$ cat config.mk
export PLATFORM = sky130hd
export DESIGN_NAME = cbra_scan
export DESIGN_NICKNAME = d
export VERILOG_FILES = /design/src/hdl/cbra_pkg.sv /design/src/hdl/cbra_scan.sv
export SDC_FILE = /design/constraint.sdc
export NUM_CORES = 1
export LEC_CHECK = 0
export ABC_AREA = 1
export BUFFER_PORTS_ARGS = -buffer_cell sky130_fd_sc_hd__buf_2
export CORE_ASPECT_RATIO = 0.5
export CORE_MARGIN = 4
export CORE_UTILIZATION = 30
export DETAILED_ROUTE_END_ITERATION = 16
export MAX_ROUTING_LAYER = met4
export PLACE_DENSITY = 0.44
export SKIP_LAST_GASP = 1
export SLEW_MARGIN = 10
export SYNTH_ARGS = -nofsm -noshare
export SYNTH_HDL_FRONTEND = slang
export SYNTH_SLANG_ARGS = --single-unit
$ cat constraint.sdc
create_clock -name vclk -period 15.3
set_input_delay 2.295 -clock vclk [all_inputs]
set_output_delay 2.295 -clock vclk [all_outputs]
set_load 0.02 [all_outputs]
$ cat src/hdl/cbra_pkg.sv
// constants and types of the cluster bitmap run allocator
// no dependencies
package cbra_pkg;

    localparam int MAX_CLUSTERS = 32768;
    localparam int WORD_BITS    = 32;
    localparam int WORDS        = (MAX_CLUSTERS + WORD_BITS - 1) / WORD_BITS;
    localparam int ADDR_W       = $clog2(WORDS);
    localparam int BIT_W        = $clog2(WORD_BITS);
    localparam int RUN_W        = BIT_W + 1;
    localparam int IDX_W        = ADDR_W + BIT_W;
    localparam int CNT_W        = 16;
    localparam int CL_W         = 15;
    localparam int EW           = ((CNT_W > IDX_W) ? CNT_W : IDX_W) + 1;

    localparam logic [CNT_W-1:0] TOTAL_RST = CNT_W'(32768);

    localparam logic CMD_ALLOC = 1'b0;
    localparam logic CMD_FREE  = 1'b1;

    typedef struct packed {
        logic             hit;
        logic [BIT_W-1:0] pos;
        logic [RUN_W-1:0] claim;
        logic             run_end;
    } t_scan_res;

endpackage

$ cat src/hdl/cbra_scan.sv
// one-word first-fit scan: finds the free run in a bitmap word and marks it
// depends on cbra_pkg
module cbra_scan (
    input  logic [cbra_pkg::WORD_BITS-1:0] i_word,
    input  logic [cbra_pkg::ADDR_W-1:0]    i_addr,
    input  logic [cbra_pkg::EW-1:0]        i_total,
    input  logic                           i_search,
    input  logic [cbra_pkg::EW-1:0]        i_need,
    output logic [cbra_pkg::WORD_BITS-1:0] o_word,
    output cbra_pkg::t_scan_res            o_res
);
    import cbra_pkg::*;

    logic [EW-1:0]        base;
    logic [EW-1:0]        rem;
    logic [WORD_BITS-1:0] lim;
    logic [WORD_BITS-1:0] used;
    logic [WORD_BITS-1:0] free_sh;
    logic [WORD_BITS-1:0] mk;
    logic [BIT_W-1:0]     fz;
    logic [BIT_W-1:0]     p;
    logic [RUN_W-1:0]     run;
    logic [RUN_W-1:0]     k;

    always_comb begin
        base = EW'({i_addr, BIT_W'(0)});
        rem  = i_total - base;
        for (int j = 0; j < WORD_BITS; j++) begin
            lim[j] = (EW'(j) < rem);
        end
        used = i_word | ~lim;

        fz = '0;
        for (int j = WORD_BITS - 1; j >= 0; j--) begin
            if (!used[j]) begin
                fz = BIT_W'(j);
            end
        end
        p = i_search ? fz : '0;

        free_sh = (~used) >> p;
        run = RUN_W'(WORD_BITS);
        for (int j = WORD_BITS - 1; j >= 0; j--) begin
            if (!free_sh[j]) begin
                run = RUN_W'(j);
            end
        end

        k = (i_need < EW'(run)) ? RUN_W'(i_need) : run;
        if (i_search && (&used)) begin
            k = '0;
        end
        for (int j = 0; j < WORD_BITS; j++) begin
            mk[j] = (RUN_W'(j) < k);
        end

        o_word        = i_word | (mk << p);
        o_res.hit     = ~&used;
        o_res.pos     = fz;
        o_res.claim   = k;
        o_res.run_end = ((RUN_W'(p) + run) == RUN_W'(WORD_BITS)) && (k == run);
    end

endmodule

==> flow_metrics.py <==
metrics = {
    "final_layout": {
        "regArea_um2": 0,
        "n_antenna_cell": 0,
        "seq_cells": 0,
        "syn_to_final_growth_pct": 12.0,
        "drive_gt1_frac": 0.146,
        "fin_cells": 1808,
        "clock_buffers": 0,
        "fin_util": 0.347,
        "nets": 1609,
    },
    "routing": {
        "routed_via_density": 5.12,
        "drt-total-wl_um": 28200,
        "vias": 9258,
        "ant_nets": 0,
        "drtIter0Drc": 813,
        "drc_errors": 0,
        "drt-pass1-iter-count": 5,
        "wl_per_cell_um": 15.6,
    },
    "worst_setup_path": {
        "start_kind": "input pin",
        "critPathRequiredTime_ns": 13.01,
        "cp_slowest_stage_delay_ns": 0.47,
        "cp.arrival_ns": 11.74,
        "end_kind": "output pin",
        "cp_slowest_cell": "nor3_1",
        "critPathKind": "in -> out",
        "path_max_fanout": 21,
        "crit_top_cell": "nand2_1",
    },
    "pwr": {
        "p_switching_mw": 0.139,
        "vdd_drop_max_v": 0.0000109,
        "switching_share": 0.692,
        "combPwrFrac": 1.000,
        "internal_power_mw": 0.0621,
        "seq_power_share": 0,
        "powerDensity_nw_per_um2": 26.5,
        "p_clk_frac": 0,
        "p_leak_nw": 4.21,
    },
    "place": {
        "dpl.cell_count": 1808,
        "io_buffers": 122,
        "hpwl_um": 23300,
        "dp_slack_ns": 1.07,
        "gp_congestion": 1.00,
    },
    "timing": {
        "timing.final.crit_share": 0.917,
        "tns_ns": 0,
        "rsz0062_at_grt": "false",
        "finalHoldViolCount": 0,
        "fmax_ghz": 0.0713,
        "slew_headroom": 0.483,
        "timing.final.ws_setup_ns": 1.27,
        "tightest_slew_ns": 0.771,
        "drv_slew": 0,
        "setup-violations-final": 0,
        "min_period_ns": 14.03,
    },
    "synth": {
        "synth_largest_area_cell": "nand2_1",
        "synth_area_leaders": "nand2_1 32%, nand3_1 13%, inv_1 9.2%, o21ai_0 5.8%, nor2_1 5.4%",
        "synth_area_um2": 6800,
        "synth_top_area_frac": 0.324,
        "syn_nets": 1533,
        "synthesis.instances": 1434,
        "yosysMostFrequentCell": "nand2_1",
        "ys_types": 56,
        "ys_seq_area_frac": 0,
        "syn_avg_cell_area_um2": 4.74,
        "synth_commonest_cells": "588 x nand2_1, 170 x nand3_1, 166 x inv_1",
        "yosysWarnings": 0,
    },
    "die": {
        "die_h_um": 114,
        "io_pins": 122,
        "placementRows": 38,
        "dieWidth_um": 221,
        "dieArea_um2": 25300,
        "start_util": 0.310,
        "core_um2": 22000,
    },
    "clock_tree": {
        "holdBufCountCts": 0,
        "cts_resized": 0,
        "cts_setup_buffers": 0,
    },
    "grt": {
        "grt_pass1_wl_um": 45000,
        "grt_max_degree": 61,
        "antenna_found_initial": 0,
        "overflow": 0,
        "grt_usage": 0.219,
        "grt_pass1_vias": 8518,
    },
    "outcome": {
        "status": "finished clean",
    },
    "worst_hold_path": {
        "hold_class": "in -> out",
    },
    "run": {
        "cap_violations": 0,
    },
}
-- cells in the final DEF (no fill, tap or decap), types with 3 or more instances in the layout --
master / count
a21oi_1: 29
a21oi_2: 6
a221oi_1: 3
a31o_1: 3
a31oi_1: 5
and3_1: 4
buf_2: 122
buf_4: 10
clkinv_1: 7
ha_1: 20
inv_1: 165
inv_2: 11
nand2_1: 588
nand2_2: 13
nand3_1: 170
nand3_2: 12
nand3_4: 8
nand4_1: 22
nor2_1: 94
nor2_2: 8
nor2_4: 14
nor3_1: 11
nor4_1: 7
o2111ai_1: 3
o211ai_1: 11
o21ai_0: 76
o21ai_1: 39
o21ai_2: 5
o21bai_1: 3
o22ai_1: 5
-- through the flow --
step / power (mW) / hold slack [ns] / instance area [µm²]
floorplan: 0.139 / 4.75 / 6800
global placement: 0.199 / 4.92 / 7590
detailed placement: 0.198 / 4.92 / 7590
CTS: 0.199 / 4.92 / 7590
global route: 0.227 / 4.93 / 7620
finish: 0.202 / 4.92 / 7620
-- per-layer routing --
| metal | track usage | vias to the layer above | share of wire | routed length, µm |
|---|---|---|---|---|
| li1 | - | 4784 | - | - |
| met5 | - | - | 0 | 0 |
| met4 | 0.0266 | 0 | 0.013 | 372 |
| met1 | 0.313 | 4128 | 0.50 | 14200 |
| met2 | 0.353 | 316 | 0.43 | 12100 |
| met3 | 0.0143 | 30 | 0.054 | 1530 |
-- power by group through the flow --
stage,clock [mW],combinational [mW],sequential [mW]
2_1_floorplan,0,0.139,0
5_1_grt,0,0.227,0
6_report,0,0.202,0
3_3_place_gp,0,0.199,0
3_5_place_dp,0,0.198,0
4_1_cts,0,0.199,0
-- worst max-delay path: cells and delay by family --
kind                     cells  cell delay (ns)
adder cells (fa/ha/maj)      3             0.95
AND/OR/NAND/NOR             58             6.06
multiplexers                 1             0.15
AO/OA/AOI/OAI                8             1.53
buffers and inverters        5             0.72
-- final cells by class --
cell class	instances	area, µm²
inverters	184	693
repair buffers	133	701
fillers	2665	14400
well taps	300	375
multi-input cells	1191	5850
-- worst paths after layout --
| path | from | cells past startpoint | endpoint | slack, ns |
|---|---|---|---|---|
| max | i_addr[0] | 75 | o_word[20] | 1.27 |
| min | i_word[3] | 3 | o_word[3] | 4.92 |
-- logic make-up (layout without fill, tap and decap cells) --
family | after synthesis | in the layout | synth area share
and+or+nand+nor | 964 | 964 | 0.634
buffers and inverters | 243 | 317 | 0.146
AOI/OAI and AO/OA | 202 | 202 | 0.174
adders and majority gates | 22 | 22 | 0.0427
muxes | 2 | 2 | 0.00294
xor gates and xnor gates | 1 | 1 | 0.00129
Note: power is estimated with default switching activity, not from simulation.
